`src/sv/vneg_pkg.sv`:
```
package vneg_pkg;

  // Field widths.
  localparam int VER_W   = 32;
  localparam int OP_W    = 2;
  localparam int PHASE_W = 2;
  localparam int CNT_W   = 3;
  localparam int IDX_W   = 3;

  // Number of supported version registers in the register map.
  localparam int VER_REGS = 4;

  // Negotiation phase codes.
  localparam logic [PHASE_W-1:0] PHASE_INITIAL   = 2'd0;
  localparam logic [PHASE_W-1:0] PHASE_REACTED   = 2'd1;
  localparam logic [PHASE_W-1:0] PHASE_CONFIRMED = 2'd2;
  localparam logic [PHASE_W-1:0] PHASE_ERROR     = 2'd3;

  // Item kinds.
  localparam logic [OP_W-1:0] OP_OFFER   = 2'd0;
  localparam logic [OP_W-1:0] OP_AVAIL   = 2'd1;
  localparam logic [OP_W-1:0] OP_CONFIRM = 2'd2;

  // Register indexes.
  localparam logic [IDX_W-1:0] CFG_COUNT = 3'd0;
  localparam logic [IDX_W-1:0] CFG_VER0  = 3'd1;

  // One input item as held in the input register.
  typedef struct packed {
    logic [OP_W-1:0]  op;
    logic [VER_W-1:0] version_value;
    logic [VER_W-1:0] original_version;
    logic [VER_W-1:0] chosen_version;
    logic [VER_W-1:0] in_use_version;
    logic             last_element;
    logic             list_empty;
  } vneg_item_t;

  // One result item.
  typedef struct packed {
    logic               verdict_valid;
    logic               accepted;
    logic [VER_W-1:0]   picked_version;
    logic [PHASE_W-1:0] phase;
    logic [VER_W-1:0]   negotiated_version;
  } vneg_result_t;

endpackage

```
`src/sv/vneg_match.sv`:
```
module vneg_match #(
  parameter int NREG = 4
) (
  input  logic [vneg_pkg::CNT_W-1:0]           supported_count,
  input  logic [NREG-1:0][vneg_pkg::VER_W-1:0] supported_versions,
  input  logic [vneg_pkg::VER_W-1:0]           version_value,
  output logic                                 hit
);

  // Parallel compare against every register that the count enables.
  always_comb begin
    hit = 1'b0;
    for (int i = 0; i < NREG; i++) begin
      if ((supported_count > vneg_pkg::CNT_W'(i)) &&
          (supported_versions[i] == version_value)) begin
        hit = 1'b1;
      end
    end
  end

endmodule

```
`src/sv/vneg_core.sv`:
```
module vneg_core (
  input  logic                   clk,
  input  logic                   rst_n,
  input  logic                   en,
  input  vneg_pkg::vneg_item_t   item,
  input  logic                   supported_hit,
  output vneg_pkg::vneg_result_t res
);

  logic [vneg_pkg::PHASE_W-1:0] phase_r, phase_nxt;
  logic [vneg_pkg::VER_W-1:0]   negotiated_r, negotiated_nxt;
  logic                         reacted_r, reacted_nxt;
  logic                         offer_orig_r, offer_orig_nxt;
  logic                         cand_found_r, cand_found_nxt;
  logic [vneg_pkg::VER_W-1:0]   cand_ver_r, cand_ver_nxt;
  logic                         avail_chosen_r, avail_chosen_nxt;

  logic orig_seen;
  logic cand_now;
  logic chosen_seen;

  // Element flags folded with what the list has shown so far.
  assign orig_seen   = offer_orig_r | (item.version_value == item.original_version);
  assign cand_now    = cand_found_r |
                       ((item.version_value != item.original_version) & supported_hit);
  assign chosen_seen = avail_chosen_r | (item.version_value == item.chosen_version);

  // Verdict and next state for the item in the input register.
  always_comb begin
    phase_nxt        = phase_r;
    negotiated_nxt   = negotiated_r;
    reacted_nxt      = reacted_r;
    offer_orig_nxt   = offer_orig_r;
    cand_found_nxt   = cand_found_r;
    cand_ver_nxt     = cand_ver_r;
    avail_chosen_nxt = avail_chosen_r;
    res.verdict_valid = 1'b0;
    res.accepted      = 1'b0;
    res.picked_version = '0;

    case (item.op)
      vneg_pkg::OP_OFFER: begin
        if (item.list_empty) begin
          offer_orig_nxt = 1'b0;
          cand_found_nxt = 1'b0;
          res.verdict_valid = 1'b1;
        end else begin
          offer_orig_nxt = orig_seen;
          cand_found_nxt = cand_now;
          if (!cand_found_r && cand_now) begin
            cand_ver_nxt = item.version_value;
          end
          if (item.last_element) begin
            res.verdict_valid = 1'b1;
            if (!reacted_r && !orig_seen && cand_now) begin
              res.accepted = 1'b1;
              res.picked_version = cand_found_r ? cand_ver_r : item.version_value;
              reacted_nxt = 1'b1;
              phase_nxt = vneg_pkg::PHASE_REACTED;
            end
            offer_orig_nxt = 1'b0;
            cand_found_nxt = 1'b0;
          end
        end
      end
      vneg_pkg::OP_AVAIL: begin
        if (item.list_empty) begin
          avail_chosen_nxt = 1'b0;
          res.verdict_valid = 1'b1;
          phase_nxt = vneg_pkg::PHASE_ERROR;
        end else begin
          avail_chosen_nxt = chosen_seen;
          if (item.last_element) begin
            res.verdict_valid = 1'b1;
            if ((item.chosen_version == item.in_use_version) && chosen_seen) begin
              res.accepted = 1'b1;
            end else begin
              phase_nxt = vneg_pkg::PHASE_ERROR;
            end
            avail_chosen_nxt = 1'b0;
          end
        end
      end
      vneg_pkg::OP_CONFIRM: begin
        res.verdict_valid = 1'b1;
        if (phase_r != vneg_pkg::PHASE_ERROR) begin
          phase_nxt = vneg_pkg::PHASE_CONFIRMED;
          negotiated_nxt = item.version_value;
          res.accepted = 1'b1;
        end
      end
      default: begin
      end
    endcase

    res.phase = phase_nxt;
    res.negotiated_version = negotiated_nxt;
  end

  // Session state advances when the item moves to the result register.
  always_ff @(posedge clk) begin
    if (!rst_n) begin
      phase_r        <= vneg_pkg::PHASE_INITIAL;
      negotiated_r   <= '0;
      reacted_r      <= 1'b0;
      offer_orig_r   <= 1'b0;
      cand_found_r   <= 1'b0;
      avail_chosen_r <= 1'b0;
    end else if (en) begin
      phase_r        <= phase_nxt;
      negotiated_r   <= negotiated_nxt;
      reacted_r      <= reacted_nxt;
      offer_orig_r   <= offer_orig_nxt;
      cand_found_r   <= cand_found_nxt;
      avail_chosen_r <= avail_chosen_nxt;
    end
  end

  // The candidate is only read while its found flag is set.
  always_ff @(posedge clk) begin
    if (en) begin
      cand_ver_r <= cand_ver_nxt;
    end
  end

endmodule

```
`src/sv/transport_version_negotiation.sv`:
```
// Transport version negotiation engine.
// Input channel in_*: one word per list element or confirm. tuser carries the
// item kind and the empty-list flag, tlast marks the final list element.
// Kind 0 streams an offered list, kind 1 an Available list, kind 2 confirms.
// Output channel out_*: exactly one word per input word, in order. tuser says
// whether the word is a verdict; tdata carries accepted, the picked version,
// the phase after the word and the negotiated version.
// Configuration channel cfg_*: index 0 is the supported count, indexes 1 to 4
// the supported versions; write only while no word is in flight.
// An accepted word is first held in the input register, then the verdict logic
// and the state update load the result register. The block takes one word per
// cycle while out_tready is high; the session state sits in one register loop.
// When out_tready is low the result word holds and the input register keeps
// one more word; in_tready drops once both are full.
// Synchronous active-low reset clears the session state to the initial phase,
// the configuration registers to zero and both pipeline registers to empty.
module transport_version_negotiation #(
  parameter int MAX_SUPPORTED = 4
) (
  input  logic         clk,
  input  logic         rst_n,
  // Configuration write channel.
  input  logic         cfg_valid,
  output logic         cfg_ready,
  input  logic [2:0]   cfg_index,
  input  logic [31:0]  cfg_data,
  // Input channel.
  input  logic         in_tvalid,
  output logic         in_tready,
  input  logic [127:0] in_tdata,  // version_value, original_version, chosen_version, in_use_version
  input  logic [2:0]   in_tuser,  // op[1:0], list_empty
  input  logic         in_tlast,  // last_element
  // Output channel.
  output logic         out_tvalid,
  input  logic         out_tready,
  output logic [71:0]  out_tdata, // accepted, picked_version, phase, negotiated_version, zero fill
  output logic [0:0]   out_tuser  // verdict_valid
);

  localparam int NREG = (MAX_SUPPORTED < vneg_pkg::VER_REGS) ?
                        MAX_SUPPORTED : vneg_pkg::VER_REGS;

  logic [vneg_pkg::CNT_W-1:0]           sup_count_r;
  logic [NREG-1:0][vneg_pkg::VER_W-1:0] sup_ver_r;

  logic                   in_v_r;
  vneg_pkg::vneg_item_t   in_item_r;
  logic                   out_v_r;
  vneg_pkg::vneg_result_t out_res_r;
  vneg_pkg::vneg_result_t res;
  logic                   hit;
  logic                   advance;
  logic                   in_take;

  assign cfg_ready = 1'b1;

  // Configuration registers.
  always_ff @(posedge clk) begin
    if (!rst_n) begin
      sup_count_r <= '0;
      sup_ver_r   <= '0;
    end else if (cfg_valid) begin
      if (cfg_index == vneg_pkg::CFG_COUNT) begin
        sup_count_r <= cfg_data[vneg_pkg::CNT_W-1:0];
      end
      for (int i = 0; i < NREG; i++) begin
        if (cfg_index == (vneg_pkg::CFG_VER0 + vneg_pkg::IDX_W'(i))) begin
          sup_ver_r[i] <= cfg_data;
        end
      end
    end
  end

  // Pipeline handshake: the input word moves on when the result slot frees.
  assign advance   = in_v_r & (~out_v_r | out_tready);
  assign in_tready = ~in_v_r | advance;
  assign in_take   = in_tvalid & in_tready;

  always_ff @(posedge clk) begin
    if (!rst_n) begin
      in_v_r  <= 1'b0;
      out_v_r <= 1'b0;
    end else begin
      if (in_take) begin
        in_v_r <= 1'b1;
      end else if (advance) begin
        in_v_r <= 1'b0;
      end
      if (advance) begin
        out_v_r <= 1'b1;
      end else if (out_tready) begin
        out_v_r <= 1'b0;
      end
    end
  end

  // Input and result payload registers.
  always_ff @(posedge clk) begin
    if (in_take) begin
      in_item_r.op               <= in_tuser[1:0];
      in_item_r.version_value    <= in_tdata[31:0];
      in_item_r.original_version <= in_tdata[63:32];
      in_item_r.chosen_version   <= in_tdata[95:64];
      in_item_r.in_use_version   <= in_tdata[127:96];
      in_item_r.last_element     <= in_tlast;
      in_item_r.list_empty       <= in_tuser[2];
    end
    if (advance) begin
      out_res_r <= res;
    end
  end

  vneg_match #(
    .NREG(NREG)
  ) u_match (
    .supported_count   (sup_count_r),
    .supported_versions(sup_ver_r),
    .version_value     (in_item_r.version_value),
    .hit               (hit)
  );

  vneg_core u_core (
    .clk          (clk),
    .rst_n        (rst_n),
    .en           (advance),
    .item         (in_item_r),
    .supported_hit(hit),
    .res          (res)
  );

  // Output packing.
  assign out_tvalid = out_v_r;
  assign out_tuser  = out_res_r.verdict_valid;
  assign out_tdata  = {5'd0, out_res_r.negotiated_version, out_res_r.phase,
                       out_res_r.picked_version, out_res_r.accepted};

endmodule

```
`config.mk`:
```
export PLATFORM = sky130hd
export DESIGN_NAME = transport_version_negotiation
export DESIGN_NICKNAME = d
export VERILOG_FILES = /design/src/sv/vneg_pkg.sv /design/src/sv/vneg_match.sv /design/src/sv/vneg_core.sv /design/src/sv/transport_version_negotiation.sv
export SDC_FILE = /design/constraint.sdc
export NUM_CORES = 1
export LEC_CHECK = 0
export BUFFER_PORTS_ARGS = -buffer_cell sky130_fd_sc_hd__buf_2
export CAP_MARGIN = 20
export CORE_MARGIN = 4
export CORE_UTILIZATION = 62
export DETAILED_ROUTE_END_ITERATION = 6
export GPL_TIMING_DRIVEN = 0
export HOLD_SLACK_MARGIN = 0.15
export PLACE_DENSITY_LB_ADDON = 0.1
export SKIP_LAST_GASP = 1
export SYNTH_ARGS = -nofsm -noshare
export SYNTH_HDL_FRONTEND = slang
export SYNTH_SLANG_ARGS = --single-unit
```
`constraint.sdc`:
```
create_clock -name clk -period 9.6 [get_ports clk]
set_input_delay 1.44 -clock clk [delete_from_list [all_inputs] [get_ports clk]]
set_output_delay 1.44 -clock clk [all_outputs]
set_load 0.01 [all_outputs]
```
==> summary.md, run 1 <==
| Metric | Value |
|---|---|
| Status | `completed` |
| Seq/Total Area, Yosys | `61.0%` |
| Initial antenna violation count | `4` |
| Root buffer cell | `clkbuf_16` |
| Number of global-route vias before repair | `11774` |
| Seq pwr share | `51.5%` |
| Largest net degree at the start of global routing | `78` |
| Die footprint | `30200 um^2` |
| Syn Area/Cell | `11.7 um^2` |
| Logic pwr share | `8.8%` |
| Pwr dens | `188 nW/um^2` |
| GR Overflow Total | `0` |
| VDD IR max | `148 uV` |
| Internal power | `2.88 mW` |
| Fin util | `74.1%` |
| Ys async rst share | `0%` |
| CTS Buf Count | `41` |
| RSZ-0062 raised after global routing | `no` |
| Seq. cell area | `10400 um^2` |
| CP Max Fanout | `12` |
| DRT antenna net count | `0` |
| Setup Skew | `0.0190 ns` |
| Top delay family on crit path | `simple AND/OR/NAND/NOR gates` |
| Yosys synthesis warning count | `0` |
| Area occupied by multi-input gates | `6140 um^2` |
| Bufs and invs on worst path | `2` |
| Worst-Margin Slew | `0.968 ns` |
| CP Cell Sequence | `buf_2 -> xor2_1 -> nor4_1 -> nand4_1 -> or4_1 -> nand4_2 -> nand2_1 -> nor3_2 -> buf_6` |
| Nets | `1926` |
| Rel. slew slack | `35.1%` |
| Drt first-iter violations | `1416` |
| Longest Clk Path Bufs | `3` |
| Gate Count Post-Synth | `1463` |
| Mapped Area | `17000 um^2` |
| Die outline width | `174 um` |
| Switching power | `0.888 mW` |
| Clock insertion delay at the later pin of the skew report | `0.54 ns` |
| Final TNS setup | `0 ns` |
| Required @ worst endpoint | `9.83 ns` |
| Vias/cell | `5.66` |
| Crit. End Element | `flip-flop` |
| Worst Hold Class | `flip-flop to flip-flop` |
| Fin. Hold Viols | `0` |
| EDFF count, synth | `232` |
| Slowest CP cell | `nor3_2` |
| Clk slew on worst S/H paths | `0.06 ns` |
| Crit path DAT | `3.87 ns` |
| Final setup violating endpoints | `0` |
| Wire per inst | `21.8 um` |
| DP Wirelength | `33200 um` |
| F_max | `275 MHz` |
| Area delta synth->final | `17.5%` |
| CP Class | `flip-flop to flip-flop` |
| Max-Cap Viols | `0` |
| Initial Utilization | `63.1%` |
| Count of different cell masters after synthesis | `47` |
| Final min period | `3.64 ns` |
| Post-CTS Hold Buffers | `0` |
| Final Max Tran Viols | `0` |
| PostCTS Resize Cnt | `0` |
| Number of top-level pins | `248` |
| Drt pass-1 iters | `5` |
| First-pass GRT wire length | `68200 um` |
| Die Span Y | `174 um` |
| DR vias | `12049` |
| Setup bufs post-CTS | `0` |
| Detailed-route wire length | `46500 um` |
| Leakage power | `7.24 nW` |
| Register bit total from synthesis | `403` |
| Clk sinks | `403` |
| Fill count | `1898` |
| Sw Ratio | `23.6%` |
| RD Place Congestion | `0.925` |
| Clock power frac | `39.7%` |
| Layout cell share with drive strength beyond 1 | `22.2%` |
| Placeable Area | `27000 um^2` |
| Worst stage delay on the critical path | `0.75 ns` |
| Rows | `60` |
| CTS tree | `built` |
| Ys flop type | `edfxtp_1` |
| Final worst-path cycle share | `37.9%` |
| DRC | `0` |
| Critical Path Start Type | `flip-flop` |
| Gr usage total | `29.8%` |
| IO buf count | `240` |
| CTS H-tree lvls | `2` |
logic make-up after synthesis:
logic type	synth area share [%]
AOI/OAI and AO/OA	6.83
and+or+nand+nor	13.4
DFF	61.0
buffers and inverters	3.16
xor gates and xnor gates	11.4
muxes	4.16
other	0.0441
area by class of cell:
type                    count  area share (%)
repair buffers            244            6.35
multi-input cells         955            30.6
well taps                 341            2.13
plain buffers             104            2.60
flip-flops and latches    403            51.9
diodes                      2          0.0250
clock inverters            21           0.537
inverters                   5          0.0937
clock buffers              55            5.75
worst paths after layout:
check,from,end,slack [ns],cells after the start
setup / recovery,in_item_r[98]$_DFFE_PP_,u_core.cand_ver_r[9]$_DFFE_PP_,5.96,9
hold reg to reg,in_item_r[128]$_DFFE_PP_,u_core.cand_ver_r[30]$_DFFE_PP_,0.44,0
hold / removal,in_item_r[128]$_DFFE_PP_,u_core.cand_ver_r[30]$_DFFE_PP_,0.44,0
setup reg to reg,in_item_r[98]$_DFFE_PP_,u_core.cand_ver_r[9]$_DFFE_PP_,5.96,9
cells in the final DEF (no fill, tap or decap), types with 13 or more instances in the layout:
cell type,netlist,layout
a21boi_0,128,128
nand2_1,268,268
buf_2,23,264
xnor2_1,125,125
dfxtp_1,171,171
mux2i_1,36,36
nand4_1,35,35
nor4_1,30,30
xor2_1,97,97
nor3b_1,34,34
clkbuf_1,60,69
mux2_2,31,31
clkbuf_16,0,43
nor2_2,13,13
edfxtp_1,232,232
nor2_1,90,90
power by group through the flow:
stage,combinational (mW),clock (mW),sequential (mW)
CTS,0.327,1.51,1.94
global placement,0.315,0,1.98
detailed placement,0.324,0,1.98
global route,0.353,1.59,1.95
finish,0.330,1.50,1.94
floorplan,0.184,0,1.98
cells in the mapped netlist (4+ instances only):
| master | n | share of area [%] |
|---|---|---|
| nand2_1 | 268 | 5.9 |
| edfxtp_1 | 232 | 41 |
| dfxtp_1 | 171 | 20 |
| a21boi_0 | 128 | 5.6 |
| xnor2_1 | 125 | 6.4 |
| xor2_1 | 97 | 5.0 |
| nor2_1 | 90 | 2.0 |
| clkbuf_1 | 60 | 1.3 |
| mux2i_1 | 36 | 2.1 |
| nand4_1 | 35 | 1.3 |
| nor3b_1 | 34 | 1.5 |
| mux2_2 | 31 | 2.0 |
| nor4_1 | 30 | 1.1 |
| buf_2 | 23 | 0.68 |
| nor2_2 | 13 | 0.48 |
| a21oi_1 | 10 | 0.29 |
| buf_6 | 10 | 0.66 |
| nor2b_1 | 9 | 0.33 |
| buf_4 | 7 | 0.31 |
| nor3_1 | 7 | 0.21 |
| nand3_1 | 6 | 0.18 |
| buf_1 | 4 | 0.088 |
| inv_1 | 4 | 0.088 |
stage by stage:
| stage | setup WS, ns | cells | area [um^2] | hold WS, ns | power (mW) |
|---|---|---|---|---|---|
| CTS | 6.00 | 2128 | 20000 | 0.440 | 3.78 |
| global placement | 3.24 | 2048 | 18700 | 0.423 | 2.30 |
| floorplan | 4.40 | 1467 | 17100 | 0.421 | 2.16 |
| global route | 5.74 | 2130 | 20000 | 0.447 | 3.89 |
| detailed placement | 5.86 | 2052 | 18800 | 0.426 | 2.30 |
| finish | 5.96 | 2130 | 20000 | 0.442 | 3.77 |
per-layer routing:
| metal | vias up | track usage [%] | share of wire (%) |
|---|---|---|---|
| met4 | 2 | 12.8 | 4.6 |
| li1 | 5585 | - | - |
| met1 | 5712 | 40.6 | 40 |
| met3 | 119 | 5.71 | 9.8 |
| met2 | 631 | 47.3 | 46 |
| met5 | - | 0 | 0.017 |
flip-flops by register name (all words and copies together), names as in the netlist, 2 cells and up:
signal / cells
u_core.negotiated_r: 32
u_core.cand_ver_r: 32
out_tdata: 67
sup_ver_r: 128
in_item_r: 132
u_core.phase_r: 2
sup_count_r: 3
Note: power is estimated with default switching activity, not from simulation.
==> run 2, diff against run 1 <==
--- a/config.mk
+++ b/config.mk
@@ -8,7 +8,7 @@
 export BUFFER_PORTS_ARGS = -buffer_cell sky130_fd_sc_hd__buf_2
 export CAP_MARGIN = 20
 export CORE_MARGIN = 4
-export CORE_UTILIZATION = 62
+export CORE_UTILIZATION = 52
 export DETAILED_ROUTE_END_ITERATION = 6
 export GPL_TIMING_DRIVEN = 0
 export HOLD_SLACK_MARGIN = 0.15
==> constraint.sdc (replaced) <==
create_clock -name clk -period 3.33 [get_ports clk]
set_input_delay 0.4995 -clock clk [delete_from_list [all_inputs] [get_ports clk]]
set_output_delay 0.4995 -clock clk [all_outputs]
set_load 0.01 [all_outputs]
==> summary.md, run 2 (same netlist as run 1, synthesis figures left out) <==
| Metric | Value |
|---|---|
| CP Max Fanout | `8` |
| Seq pwr share | `49.3%` |
| Routed wl met3 | `3470 um` |
| Logic pwr share | `9.3%` |
| F_max | `309 MHz` |
| Required @ worst endpoint | `3.58 ns` |
| Area post-placement | `18900 um^2` |
| DRT antenna net count | `0` |
| Die outline width | `189 um` |
| Clk slew on worst S/H paths | `0.06 ns` |
| Initial Utilization | `52.5%` |
| Detailed-route wire length | `49900 um` |
| CTS Buf Count | `43` |
| Number of top-level pins | `248` |
| Commonest non-fill, non-tap cell in the layout | `nand2_1` |
| Placeable Area | `32500 um^2` |
| Sw Ratio | `23.0%` |
| Drt pass-1 iters | `6` |
| Status | `completed` |
| Crit path DAT | `3.49 ns` |
| Max Used Layer | `met4` |
| Drt first-iter violations | `1079` |
| Top delay family on crit path | `simple AND/OR/NAND/NOR gates` |
| Leakage power | `7.70 nW` |
| Max-Cap Viols | `0` |
| Crit. End Element | `flip-flop` |
| Area occupied by multi-input gates | `6160 um^2` |
| Switching power | `2.61 mW` |
| Die Span Y | `189 um` |
| Pwr dens | `534 nW/um^2` |
| Area delta synth->final | `24.8%` |
| Gr usage total | `27.2%` |
| Internal power | `8.75 mW` |
| Post-route setup slack | `0.0917 ns` |
| Hold slack | `0.166 ns` |
| WL met1 | `20900 um` |
| Number of global-route vias before repair | `12109` |
| CP Class | `flip-flop to flip-flop` |
| Final worst-path cycle share | `97.2%` |
| Clock power frac | `41.4%` |
| Nets | `2022` |
| Fill count | `2560` |
| Root buffer cell | `clkbuf_16` |
| Critical Path Start Type | `flip-flop` |
| Die footprint | `35700 um^2` |
| Longest Clk Path Bufs | `3` |
| CP Cell Sequence | `buf_2 -> xnor2_1 -> nand4_1 -> nor4_1 -> a21oi_1 -> or3_1 -> a31oi_1 -> a21oi_1` |
| Ant diodes | `0` |
| Most flops, register | `in_item_r` |
| Final min period | `3.24 ns` |
| Clk sinks | `403` |
| Layout cell share with drive strength beyond 1 | `21.0%` |
| Slowest CP cell | `nor4_1` |
| Number of flip-flops under the largest register name | `132` |
| Clock insertion delay at the later pin of the skew report | `0.54 ns` |
| Fin. Hold Viols | `0` |
| First-pass GRT wire length | `73000 um` |
| DR WL met2 | `24100 um` |
| CTS H-tree lvls | `2` |
| Place WS | `-0.404 ns` |
| RSZ-0062 raised after global routing | `no` |
| CTS tree | `built` |
| Most frequent cells in the layout | `nand2_1, buf_2, edfxtp_1` |
| GR Overflow Total | `0` |
| Setup Skew | `0.0214 ns` |
| DRC | `0` |
| Finished Cell Area | `21300 um^2` |
| Vias/cell | `5.24` |
| Final Max Tran Viols | `0` |
| Worst Hold Class | `primary input to flip-flop` |
| Largest net degree at the start of global routing | `78` |
| Worst stage delay on the critical path | `0.85 ns` |
| Worst-Margin Slew | `0.969 ns` |
| Initial antenna violation count | `0` |
| Seq. cell area | `10400 um^2` |
| DP Wirelength | `34000 um` |
| Wire per inst | `21.5 um` |
| Most common cell on crit path | `a21oi_1` |
| Rel. slew slack | `34.8%` |
| RD Place Congestion | `0.875` |
| IO buf count | `240` |
| Rows | `66` |
| Final setup violating endpoints | `0` |
| VDD IR max | `403 uV` |
| Bufs and invs on worst path | `1` |
| DR vias | `12180` |
[run 2: cell types whose count changed in the layout (fill, tap and decap cells not counted), sizes merged]
| cell | delta |
|---|---|
| buf | +1 |
| bufinv | +3 |
| clkbuf | +7 |
| clkinv | -5 |
| clkinvlp | -1 |
| diode | -2 |
| dlygate4sd3 | +93 |
| inv | -1 |
[run 2: layer usage]
| metal | up-vias | global-route usage [%] |
|---|---|---|
| met5 | - | 0 |
| met4 | 0 | 7.88 |
| met3 | 78 | 4.19 |
| met2 | 477 | 46.4 |
| met1 | 5852 | 36.5 |
| li1 | 5773 | - |
[run 2: final timing paths]
path,start,to,slack [ns],cells after the start
max reg2reg,in_item_r[101]$_DFFE_PP_,out_tdata[33]$_DFFE_PP_,0.09,8
min reg2reg,in_item_r[122]$_DFFE_PP_,u_core.cand_ver_r[24]$_DFFE_PP_,0.44,0
max,in_item_r[101]$_DFFE_PP_,out_tdata[33]$_DFFE_PP_,0.09,8
min,in_tuser[2],in_item_r[0]$_DFFE_PP_,0.17,1
[run 2: layout make-up]
cell class              count  area share (%)
plain buffers             103            2.46
clock buffers              62            5.79
clock inverters            17           0.735
inverters                   5          0.0882
multi-input cells         955            29.0
flip-flops and latches    403            48.8
well taps                 442            2.60
repair buffers            339            10.5
[run 2: per-stage QoR]
step           power, mW  utilization (%)  TNS, ns  cells
4_1_cts             11.4             65.5        0   2327
6_report            11.4             65.5        0   2326
3_5_place_dp        6.65             58.2   -10.23   2152
2_1_floorplan       6.23                -        0   1467
5_1_grt             11.7             65.5        0   2326
3_3_place_gp        6.64             58.0  -128.43   2149
[run 2: power by group through the flow]
| stage | combinational, mW | sequential, mW | clock (mW) |
|---|---|---|---|
| after detailed placement | 0.955 | 5.70 | 0 |
| after global placement | 0.934 | 5.70 | 0 |
| after global routing | 1.13 | 5.62 | 4.97 |
| after floorplan | 0.531 | 5.70 | 0 |
| final | 1.05 | 5.60 | 4.70 |
| after CTS | 1.05 | 5.60 | 4.76 |
[run 2: repair_timing]
item / 4_1_cts / 5_1_grt
buffers inserted: 3 / 0
endpoints found under the hold margin: 93 / 0
hold buffers: 93 / 0
pin swaps: 1 / 0
gates resized for setup: 0 / 3
endpoints found under the setup margin: 32 / 34
[run 2: worst reg2reg max path: stages (launching register included)]
cell      delay [ns]
edfxtp_1        0.37
buf_2           0.44
xnor2_1         0.19
nand4_1         0.12
nor4_1          0.85
a21oi_1         0.24
or3_1           0.45
a31oi_1         0.23
a21oi_1         0.10
